File: src/rtl/pfba_pkg.sv
// Shared types and constants of the page frame bitmap allocator.
package pfba_pkg;

   localparam int NUM_FRAMES_DEF = 4096;   // default map size in frames
   localparam int FRAME_SHIFT    = 12;     // log2 of the 4096-byte frame size
   localparam int COUNT_W        = 13;     // frame_count width
   localparam int ADDR_W         = 24;     // byte address width
   localparam int SCAN_BITS      = 8;      // frames held in one memory row
   localparam int POS_W          = $clog2(SCAN_BITS);
   localparam int REQ_DATA_W     = 40;     // COUNT_W + ADDR_W, padded to bytes
   localparam int RSP_DATA_W     = 32;     // ADDR_W + 1, padded to bytes

   typedef enum logic {
      FUNC_ALLOC = 1'b0,
      FUNC_FREE  = 1'b1
   } func_type;

   typedef enum logic [2:0] {
      ST_CLEAR,
      ST_IDLE,
      ST_SCAN,
      ST_MARK,
      ST_RESP
   } state_type;

   // Control from the sequencer into the run finder.
   typedef struct packed {
      logic clr;   // restart the run count
      logic vld;   // a row of the map is on the read data
   } scan_ctl_type;

endpackage

File: src/rtl/page_frame_bitmap_allocator_unit.sv
// Top level of the page frame bitmap allocator: sequencer, row update and result register.
//
// channel  direction  tdata (low bit up)                    tuser
// req_     in         frame_count[12:0], byte_address[36:13] func (0 alloc, 1 free)
// rsp_     out        address[23:0], ok[24]                  -
//
// Memory: the map lives in a memory of DEPTH = ceil(NUM_FRAMES/8) rows of 8 frames,
// one read and one write a cycle. An allocate reads rows from row 0 one per cycle
// until a run fits, then updates the rows the run touches; a free updates its rows
// directly. Rejected requests go straight to the result state.
// Reset: a clearing pass over all DEPTH rows (512 at the default size) zeroes the map;
// req_tready stays low until it ends.
// Stalls: the next word is accepted while a result waits in the output register; a
// finished item holds in the result state until that register is free.
module page_frame_bitmap_allocator_unit #(
   parameter int NUM_FRAMES = pfba_pkg::NUM_FRAMES_DEF
) (
   input  logic                            clock,
   input  logic                            reset,
   input  logic                            req_tvalid,
   output logic                            req_tready,
   input  logic [pfba_pkg::REQ_DATA_W-1:0] req_tdata,  // frame_count, byte_address
   input  logic                            req_tuser,  // func
   output logic                            rsp_tvalid,
   input  logic                            rsp_tready,
   output logic [pfba_pkg::RSP_DATA_W-1:0] rsp_tdata   // address, ok
);

   localparam int DEPTH   = (NUM_FRAMES + pfba_pkg::SCAN_BITS - 1) / pfba_pkg::SCAN_BITS;
   localparam int ROW_W   = $clog2(DEPTH);
   localparam int RCNT_W  = $clog2(DEPTH + 1);
   localparam int FRAME_W = $clog2(NUM_FRAMES + 1);
   localparam int SUM_W   = ((FRAME_W > pfba_pkg::COUNT_W) ? FRAME_W : pfba_pkg::COUNT_W) + 1;
   localparam int SF_W    = pfba_pkg::ADDR_W - pfba_pkg::FRAME_SHIFT;
   localparam int BITS    = pfba_pkg::SCAN_BITS;

   // ---------------------------------------------------------------- state
   pfba_pkg::state_type           state_ff, state_in;
   logic [ROW_W-1:0]              clr_row_ff, clr_row_in;
   logic [RCNT_W-1:0]             iss_ff, iss_in;
   logic                          rd_vld_ff, rd_vld_in;
   logic [ROW_W-1:0]              rd_row_ff, rd_row_in;
   logic [pfba_pkg::COUNT_W-1:0]  count_ff, count_in;
   logic [FRAME_W-1:0]            lo_ff, lo_in, hi_ff, hi_in;
   logic [ROW_W-1:0]              mlast_ff, mlast_in;
   logic                          val_ff, val_in;
   logic [pfba_pkg::ADDR_W-1:0]   addr_ff, addr_in;
   logic                          ok_ff, ok_in;
   logic                          rsp_tvalid_ff, rsp_tvalid_in;
   logic [pfba_pkg::RSP_DATA_W-1:0] rsp_tdata_ff, rsp_tdata_in;

   // ---------------------------------------------------------------- memory side
   logic                  mem_we;
   logic [ROW_W-1:0]      mem_waddr, mem_raddr;
   logic [BITS-1:0]       mem_wdata, mem_rdata;
   logic                  rd_issue;
   logic [BITS-1:0]       row_mask;

   // ---------------------------------------------------------------- request decode
   logic                         req_acc;
   logic [pfba_pkg::COUNT_W-1:0] req_count;
   logic [pfba_pkg::ADDR_W-1:0]  req_baddr;
   logic [SF_W-1:0]              req_sf;
   logic [SUM_W-1:0]             free_sum;
   logic                         free_empty, alloc_bad;
   logic [FRAME_W-1:0]           free_hi, free_lo;

   // ---------------------------------------------------------------- run finder
   pfba_pkg::scan_ctl_type scan_ctl;
   logic                   scan_hit;
   logic [FRAME_W-1:0]     scan_end;
   logic [FRAME_W-1:0]     hit_lo;

   assign req_tready = (state_ff == pfba_pkg::ST_IDLE);
   assign req_acc    = req_tvalid && req_tready;
   assign req_count  = req_tdata[pfba_pkg::COUNT_W-1:0];
   assign req_baddr  = req_tdata[pfba_pkg::COUNT_W +: pfba_pkg::ADDR_W];
   assign req_sf     = req_baddr[pfba_pkg::ADDR_W-1:pfba_pkg::FRAME_SHIFT];

   // Free range: clip the end at the map size; a start beyond the map touches nothing.
   assign free_sum   = SUM_W'(req_sf) + SUM_W'(req_count);
   assign free_empty = (req_count == '0) || (SUM_W'(req_sf) >= SUM_W'(NUM_FRAMES));
   assign free_hi    = (free_sum > SUM_W'(NUM_FRAMES)) ? FRAME_W'(NUM_FRAMES)
                                                        : FRAME_W'(free_sum);
   assign free_lo    = FRAME_W'(req_sf);
   assign alloc_bad  = (req_count == '0) || (SUM_W'(req_count) > SUM_W'(NUM_FRAMES));

   assign hit_lo     = scan_end - FRAME_W'(count_ff);

   assign scan_ctl.clr = req_acc;
   assign scan_ctl.vld = (state_ff == pfba_pkg::ST_SCAN) && rd_vld_ff;

   pfba_run_scan #(
      .ROW_W   (ROW_W),
      .FRAME_W (FRAME_W)
   ) u_scan (
      .clock   (clock),
      .reset   (reset),
      .ctl     (scan_ctl),
      .row     (rd_row_ff),
      .data    (mem_rdata),
      .count   (count_ff),
      .hit     (scan_hit),
      .hit_end (scan_end)
   );

   pfba_bitmap_ram #(
      .DEPTH  (DEPTH),
      .ADDR_W (ROW_W)
   ) u_ram (
      .clock   (clock),
      .wr_en   (mem_we),
      .wr_addr (mem_waddr),
      .wr_data (mem_wdata),
      .rd_addr (mem_raddr),
      .rd_data (mem_rdata)
   );

   // Frames of the row on the read data that fall inside [lo, hi).
   always_comb begin
      for (int j = 0; j < BITS; j++) begin
         row_mask[j] = (FRAME_W'({rd_row_ff, pfba_pkg::POS_W'(j)}) >= lo_ff) &&
                       (FRAME_W'({rd_row_ff, pfba_pkg::POS_W'(j)}) <  hi_ff);
      end
   end

   // ---------------------------------------------------------------- next state
   always_comb begin
      state_in = state_ff;
      case (state_ff)
         pfba_pkg::ST_CLEAR: begin
            if (clr_row_ff == ROW_W'(DEPTH - 1)) begin
               state_in = pfba_pkg::ST_IDLE;
            end
         end
         pfba_pkg::ST_IDLE: begin
            if (req_acc) begin
               if (req_tuser == pfba_pkg::FUNC_FREE) begin
                  state_in = free_empty ? pfba_pkg::ST_RESP : pfba_pkg::ST_MARK;
               end else begin
                  state_in = alloc_bad ? pfba_pkg::ST_RESP : pfba_pkg::ST_SCAN;
               end
            end
         end
         pfba_pkg::ST_SCAN: begin
            if (scan_hit) begin
               state_in = pfba_pkg::ST_MARK;
            end else if (rd_vld_ff && rd_row_ff == ROW_W'(DEPTH - 1)) begin
               state_in = pfba_pkg::ST_RESP;
            end
         end
         pfba_pkg::ST_MARK: begin
            if (rd_vld_ff && rd_row_ff == mlast_ff) begin
               state_in = pfba_pkg::ST_RESP;
            end
         end
         pfba_pkg::ST_RESP: begin
            if (!rsp_tvalid_ff || rsp_tready) begin
               state_in = pfba_pkg::ST_IDLE;
            end
         end
         default: begin
            state_in = pfba_pkg::ST_IDLE;
         end
      endcase
   end

   // ---------------------------------------------------------------- outputs and datapath
   always_comb begin
      clr_row_in    = clr_row_ff;
      iss_in        = iss_ff;
      count_in      = count_ff;
      lo_in         = lo_ff;
      hi_in         = hi_ff;
      mlast_in      = mlast_ff;
      val_in        = val_ff;
      addr_in       = addr_ff;
      ok_in         = ok_ff;
      rsp_tvalid_in = rsp_tvalid_ff;
      rsp_tdata_in  = rsp_tdata_ff;
      rd_issue      = 1'b0;
      mem_raddr     = iss_ff[ROW_W-1:0];
      mem_we        = 1'b0;
      mem_waddr     = rd_row_ff;
      mem_wdata     = val_ff ? (mem_rdata | row_mask) : (mem_rdata & ~row_mask);

      // Drop the result word once it is taken.
      if (rsp_tvalid_ff && rsp_tready) begin
         rsp_tvalid_in = 1'b0;
      end

      case (state_ff)
         pfba_pkg::ST_CLEAR: begin
            mem_we     = 1'b1;
            mem_waddr  = clr_row_ff;
            mem_wdata  = '0;
            clr_row_in = clr_row_ff + ROW_W'(1);
         end
         pfba_pkg::ST_IDLE: begin
            if (req_acc) begin
               count_in = req_count;
               addr_in  = '0;
               if (req_tuser == pfba_pkg::FUNC_FREE) begin
                  ok_in    = 1'b1;
                  val_in   = 1'b1;
                  lo_in    = free_lo;
                  hi_in    = free_hi;
                  mlast_in = ROW_W'((free_hi - FRAME_W'(1)) >> pfba_pkg::POS_W);
                  iss_in   = RCNT_W'(free_lo >> pfba_pkg::POS_W);
               end else begin
                  ok_in  = 1'b0;
                  val_in = 1'b0;
                  iss_in = '0;
               end
            end
         end
         pfba_pkg::ST_SCAN: begin
            // Hold further reads once a run is found; the mark pass restarts them.
            rd_issue = (iss_ff < RCNT_W'(DEPTH)) && !scan_hit;
            if (rd_issue) begin
               iss_in = iss_ff + RCNT_W'(1);
            end
            if (scan_hit) begin
               lo_in    = hit_lo;
               hi_in    = scan_end;
               mlast_in = ROW_W'((scan_end - FRAME_W'(1)) >> pfba_pkg::POS_W);
               iss_in   = RCNT_W'(hit_lo >> pfba_pkg::POS_W);
               ok_in    = 1'b1;
               addr_in  = pfba_pkg::ADDR_W'({hit_lo, pfba_pkg::FRAME_SHIFT'(0)});
            end
         end
         pfba_pkg::ST_MARK: begin
            // Read row r+1 while writing back row r.
            rd_issue = (iss_ff <= RCNT_W'(mlast_ff));
            if (rd_issue) begin
               iss_in = iss_ff + RCNT_W'(1);
            end
            mem_we = rd_vld_ff;
         end
         pfba_pkg::ST_RESP: begin
            if (!rsp_tvalid_ff || rsp_tready) begin
               rsp_tvalid_in = 1'b1;
               rsp_tdata_in  = pfba_pkg::RSP_DATA_W'({ok_ff, addr_ff});
            end
         end
         default: begin
         end
      endcase

      rd_vld_in = rd_issue;
      rd_row_in = mem_raddr;
   end

   // ---------------------------------------------------------------- registers
   always_ff @(posedge clock) begin
      if (reset) begin
         state_ff      <= pfba_pkg::ST_CLEAR;
         clr_row_ff    <= '0;
         rd_vld_ff     <= 1'b0;
         rsp_tvalid_ff <= 1'b0;
      end else begin
         state_ff      <= state_in;
         clr_row_ff    <= clr_row_in;
         rd_vld_ff     <= rd_vld_in;
         rsp_tvalid_ff <= rsp_tvalid_in;
      end
   end

   always_ff @(posedge clock) begin
      iss_ff       <= iss_in;
      rd_row_ff    <= rd_row_in;
      count_ff     <= count_in;
      lo_ff        <= lo_in;
      hi_ff        <= hi_in;
      mlast_ff     <= mlast_in;
      val_ff       <= val_in;
      addr_ff      <= addr_in;
      ok_ff        <= ok_in;
      rsp_tdata_ff <= rsp_tdata_in;
   end

   assign rsp_tvalid = rsp_tvalid_ff;
   assign rsp_tdata  = rsp_tdata_ff;

   // ---------------------------------------------------------------- assertions
   a_no_write_idle: assert property (@(posedge clock) disable iff (reset)
      (state_ff == pfba_pkg::ST_IDLE || state_ff == pfba_pkg::ST_SCAN) |-> !mem_we)
      else $error("map written outside the clear and mark passes");

   a_no_same_row: assert property (@(posedge clock) disable iff (reset)
      (mem_we && rd_issue) |-> (mem_waddr != mem_raddr))
      else $error("read and write of the same row in one cycle");

   a_mark_in_range: assert property (@(posedge clock) disable iff (reset)
      (state_ff == pfba_pkg::ST_MARK && mem_we) |-> (rd_row_ff <= mlast_ff))
      else $error("row update past the last row of the range");

   a_alloc_len: assert property (@(posedge clock) disable iff (reset)
      (state_ff == pfba_pkg::ST_MARK && !val_ff) |->
      (SUM_W'(hi_ff) - SUM_W'(lo_ff) == SUM_W'(count_ff)))
      else $error("allocated run length differs from the request");

   a_result_loaded: assert property (@(posedge clock) disable iff (reset)
      (state_ff == pfba_pkg::ST_RESP && (!rsp_tvalid_ff || rsp_tready)) |=> rsp_tvalid_ff)
      else $error("finished item left no result word");

endmodule

File: src/rtl/pfba_bitmap_ram.sv
// Frame map storage: one write port, one read port with registered data.
module pfba_bitmap_ram #(
   parameter int DEPTH  = 512,
   parameter int ADDR_W = 9
) (
   input  logic                           clock,
   input  logic                           wr_en,
   input  logic [ADDR_W-1:0]              wr_addr,
   input  logic [pfba_pkg::SCAN_BITS-1:0] wr_data,
   input  logic [ADDR_W-1:0]              rd_addr,
   output logic [pfba_pkg::SCAN_BITS-1:0] rd_data
);

   logic [pfba_pkg::SCAN_BITS-1:0] mem [DEPTH];

   always_ff @(posedge clock) begin
      if (wr_en) begin
         mem[wr_addr] <= wr_data;
      end
   end

   always_ff @(posedge clock) begin
      rd_data <= mem[rd_addr];
   end

endmodule

File: src/rtl/pfba_run_scan.sv
// First-fit run finder: walks one map row per word and carries the run count.
module pfba_run_scan #(
   parameter int ROW_W   = 9,
   parameter int FRAME_W = 13
) (
   input  logic                           clock,
   input  logic                           reset,
   input  pfba_pkg::scan_ctl_type         ctl,
   input  logic [ROW_W-1:0]               row,
   input  logic [pfba_pkg::SCAN_BITS-1:0] data,
   input  logic [pfba_pkg::COUNT_W-1:0]   count,
   output logic                           hit,
   output logic [FRAME_W-1:0]             hit_end
);

   logic [pfba_pkg::COUNT_W-1:0] run_ff, run_in, run_v;
   logic                         found;
   logic [pfba_pkg::POS_W-1:0]   pos;

   // Count free frames bit by bit; stop at the first place the run is long enough.
   always_comb begin
      run_v = run_ff;
      found = 1'b0;
      pos   = '0;
      for (int j = 0; j < pfba_pkg::SCAN_BITS; j++) begin
         if (!found) begin
            if (data[j]) begin
               run_v = run_v + pfba_pkg::COUNT_W'(1);
            end else begin
               run_v = '0;
            end
            if (run_v == count) begin
               found = 1'b1;
               pos   = pfba_pkg::POS_W'(j);
            end
         end
      end
   end

   assign hit     = ctl.vld && found;
   assign hit_end = FRAME_W'({row, pos}) + FRAME_W'(1);

   always_comb begin
      if (ctl.clr) begin
         run_in = '0;
      end else if (ctl.vld) begin
         run_in = run_v;
      end else begin
         run_in = run_ff;
      end
   end

   always_ff @(posedge clock) begin
      if (reset) begin
         run_ff <= '0;
      end else begin
         run_ff <= run_in;
      end
   end

endmodule
File: config.mk
export PLATFORM = sky130hd
export DESIGN_NAME = page_frame_bitmap_allocator_unit
export DESIGN_NICKNAME = d
export VERILOG_FILES = /design/src/rtl/pfba_pkg.sv /design/src/rtl/page_frame_bitmap_allocator_unit.sv /design/src/rtl/pfba_bitmap_ram.sv /design/src/rtl/pfba_run_scan.sv
export SDC_FILE = /design/constraint.sdc
export NUM_CORES = 2
export LEC_CHECK = 0
export BUFFER_PORTS_ARGS = -buffer_cell sky130_fd_sc_hd__buf_4
export CAP_MARGIN = 20
export CORE_MARGIN = 5
export CORE_UTILIZATION = 26
export DETAILED_ROUTE_END_ITERATION = 8
export PLACE_DENSITY = 0.46
export SETUP_SLACK_MARGIN = 0.5
export SKIP_CTS_REPAIR_TIMING = 1
export SLEW_MARGIN = 0
export SYNTH_ARGS = -nofsm -noshare
export SYNTH_HDL_FRONTEND = slang
export SYNTH_SLANG_ARGS = --single-unit
File: constraint.sdc
create_clock -name clock -period 15.3 [get_ports clock]
set_input_delay 4.59 -clock clock [delete_from_list [all_inputs] [get_ports clock]]
set_output_delay 4.59 -clock clock [all_outputs]
set_load 0.1 [all_outputs]
==> results.cfg <==
[global_routing]
grt_max_degree = 207
grt_antenna_before_repair = 23
grt_pass1_wl_um = 705000
grt_pass1_vias = 91574
overflow = 0
grt_usage = 0.140

[synthesis]
ys.flop_type = edfxtp_1
yosys_warnings = 0
synth_edf_count = 4181
synth.avg_cell_area_um2 = 19.9
ys_ff_latch = 4225
seq_area_frac_synth = 0.721
ys_async_sr_fraction = 0
yosysUniqueCellTypes = 121
synth_area_um2 = 175000
syn_inst = 8801

[routing]
vias = 89300
drc_errors = 0
viasPerCell = 4.83
drtAntennaViolNets = 0
drt_pass1_iterations = 6
wl_per_cell_um = 26.9
wirelength_um = 498000
drtIter0Drc = 8148

[setup_path]
path_class = flop to flop
startpoint_type = flop
critPathMaxStageDelay_ps = 530
endpoint_kind = flop
cp.required_ps = 16040
cp_data_arrival_time_ps = 14850
path_common_cell = buf_4
path_max_fanout = 6
timing.critical_path.slowest_stage_cell = or4_1

[power]
vdd_drop_max_mv = 0.226
power.total_mw = 33.7
swShare = 0.310
clockPowerShare = 0.308
pwr-share-comb = 0.260
power_frac_seq = 0.432
total_leakage_power_nw = 62.4
powerDensity_nw_per_um2 = 166
power.switching_mw = 10.4
internal_power_mw = 23.2

[placed_design]
dp.cells = 17658
hpwl_um = 300000
io_buffers = 44
place_congestion = 0.823
dpl-instance-area_um2 = 188000

[timing]
timing.hold.ws_ps = 419
final_hold_viol_count = 0
maxSlewHeadroom = 0.0600
rsz0062_at_grt = no
setup_viol = 0
post-route-min-period_ps = 14110
fin_crit_sh = 0.922
worstMarginPinSlew_ps = 1410
fmaxAchievable_mhz = 70.9
skew_ps = 52.2
maxSlewViolCount = 0

[cells_and_area]
drive_gt1_frac = 0.279
fin_cells = 18481
finalNetCount = 9291
syn2layout_area_growth_pct = 15.6
multi_input_area_um2 = 46900
register_area_um2 = 126000
final_util = 0.302
fillCellCount = 65056
fin_area_um2 = 203000

[die]
dieArea_um2 = 691000
die-width_um = 831
start_util = 0.261
core_area_um2 = 672000
die_h_um = 831
io_pins = 79
rows = 301

[clock_tree]
path_clk_slew_ps = 80
cts_buffer_depth = 4
cts_tree = built
clk_latency_ps = 1010
clockRootBuffer = clkbuf_16
cts_htree_levels = 5
cts_num_sinks = 4225
cts_buffers = 433

[job]
drv_cap = 0

[worst_hold_path]
hold_path_class = flop to flop

[status]
status = completed
[worst paths after layout]
kind	startpoint	to	slack, ps	cells after the start
worst min register to register	addr_ff[20]$_SDFFCE_PN0P_	rsp_tdata[20]$_DFFE_PP_	420	0
worst max register to register	u_scan.run_ff[2]$_SDFFE_PP0P_	iss_ff[9]$_DFFE_PP_	1190	69
worst min-delay path	addr_ff[20]$_SDFFCE_PN0P_	rsp_tdata[20]$_DFFE_PP_	420	0
worst max-delay path	u_scan.run_ff[2]$_SDFFE_PP0P_	iss_ff[9]$_DFFE_PP_	1190	69
[final cells by class]
cell class,count,share of cell area
Antenna cell,6,0.0000741
Clock buffer,528,0.0556
Clock inverter,265,0.0124
Inverter,96,0.00180
Multi-Input combinational cell,3935,0.231
Sequential cell,4225,0.624
Tap cell,8938,0.0552
Timing Repair Buffer,488,0.0196
[Yosys cell counts, types with 19 or more instances]
library cell | n | area (um2)
edfxtp_1 | 4181 | 126000
xor2_1 | 32 | 280
nor2_1 | 727 | 2730
mux2_2 | 25 | 282
a22oi_1 | 24 | 180
buf_2 | 27 | 135
nand2_1 | 259 | 972
and3_1 | 42 | 263
nor4_1 | 42 | 263
inv_1 | 88 | 330
and2_1 | 43 | 269
nand2b_1 | 33 | 206
mux2i_1 | 73 | 731
nor2b_1 | 19 | 119
or3_1 | 31 | 194
nand3_1 | 109 | 546
nand4_1 | 48 | 300
a21o_1 | 47 | 353
clkbuf_1 | 381 | 1430
buf_4 | 32 | 240
a21oi_1 | 140 | 701
xnor2_1 | 102 | 893
o31ai_1 | 21 | 158
nor3_1 | 67 | 335
o21ai_0 | 93 | 465
a31oi_1 | 40 | 250
dfxtp_1 | 44 | 881
mux4_2 | 1360 | 30600
buf_1 | 117 | 439
ha_1 | 65 | 813
a211oi_1 | 37 | 278
o22ai_1 | 20 | 125
o211ai_1 | 23 | 173
[flip-flops by register name, indices dropped and copies added, names as in the netlist]
register	cells
iss_ff	10
u_scan.run_ff	13
u_ram.rd_data	8
mlast_ff	9
hi_ff	13
rd_vld_ff	1
u_ram.mem	4096
state_ff	3
rd_row_ff	9
count_ff	13
rsp_tvalid	1
clr_row_ff	9
ok_ff	1
addr_ff	12
rsp_tdata	13
lo_ff	13
val_ff	1
[worst max-delay path, delay by kind of cell (launching register included)]
family                     cells  cell delay, ps
xor gates and xnor gates       5             870
AOI/OAI and AO/OA             29            5430
muxes                          3             900
and+or+nand+nor               14            3190
buffers and inverters         14            2080
adders and majority gates      4             940
DFF                            1             390
[power groups by stage]
stage | registers, mW | logic, mW | clock network (mW)
2_1_floorplan | 15.5 | 4.89 | 0
5_1_grt | 14.5 | 9.28 | 11.1
3_3_place_gp | 14.8 | 8.75 | 0
6_report | 14.5 | 8.75 | 10.4
4_1_cts | 14.5 | 8.93 | 10.7
3_5_place_dp | 14.8 | 8.92 | 0
[stage by stage]
stage           TNS, ps  worst slack [ps]
2_1_floorplan  -2495700             -1040
3_3_place_gp          0              68.4
3_5_place_dp          0               442
4_1_cts               0               305
5_1_grt               0               315
6_report              0              1190
[placed cells by master, fill, tap and decap left out, drive strengths merged, types with 26 or more instances in the layout]
cell and n:
a211oi 41, a21o 48, a21oi 144, a31oi 40, and2 43, and3 42, buf 488, bufinv 40
clkbuf 528, clkinv 202, dfxtp 44, edfxtp 4181, ha 65, inv 111, mux2 26, mux2i 75
mux4 1360, nand2 260, nand2b 33, nand3 115, nand4 48, nor2 728, nor3 71, nor4 49
o21ai 103, or3 31, xnor2 102, xor2 32
[cell families (layout without fill, tap and decap cells)]
logic type / after synthesis / in the layout / synth area share
DFF: 4225 / 4225 / 0.721
and+or+nand+nor: 1541 / 1541 / 0.0415
muxes: 1461 / 1461 / 0.181
AOI/OAI and AO/OA: 709 / 709 / 0.0292
buffers and inverters: 659 / 1377 / 0.0152
xor gates and xnor gates: 138 / 138 / 0.00721
adders and majority gates: 67 / 67 / 0.00487
other: 1 / 25 / 0.0000214
[layer usage]
layer,share of wire,vias to the layer above,wire length [um],track usage
li1,-,37469,-,-
met1,0.44,48503,219000,0.195
met2,0.48,2716,240000,0.230
met3,0.053,606,26300,0.0205
met4,0.025,6,12400,0.0332
met5,0.000072,-,36,0
No activity file was read; power rests on OpenSTA's default activity.
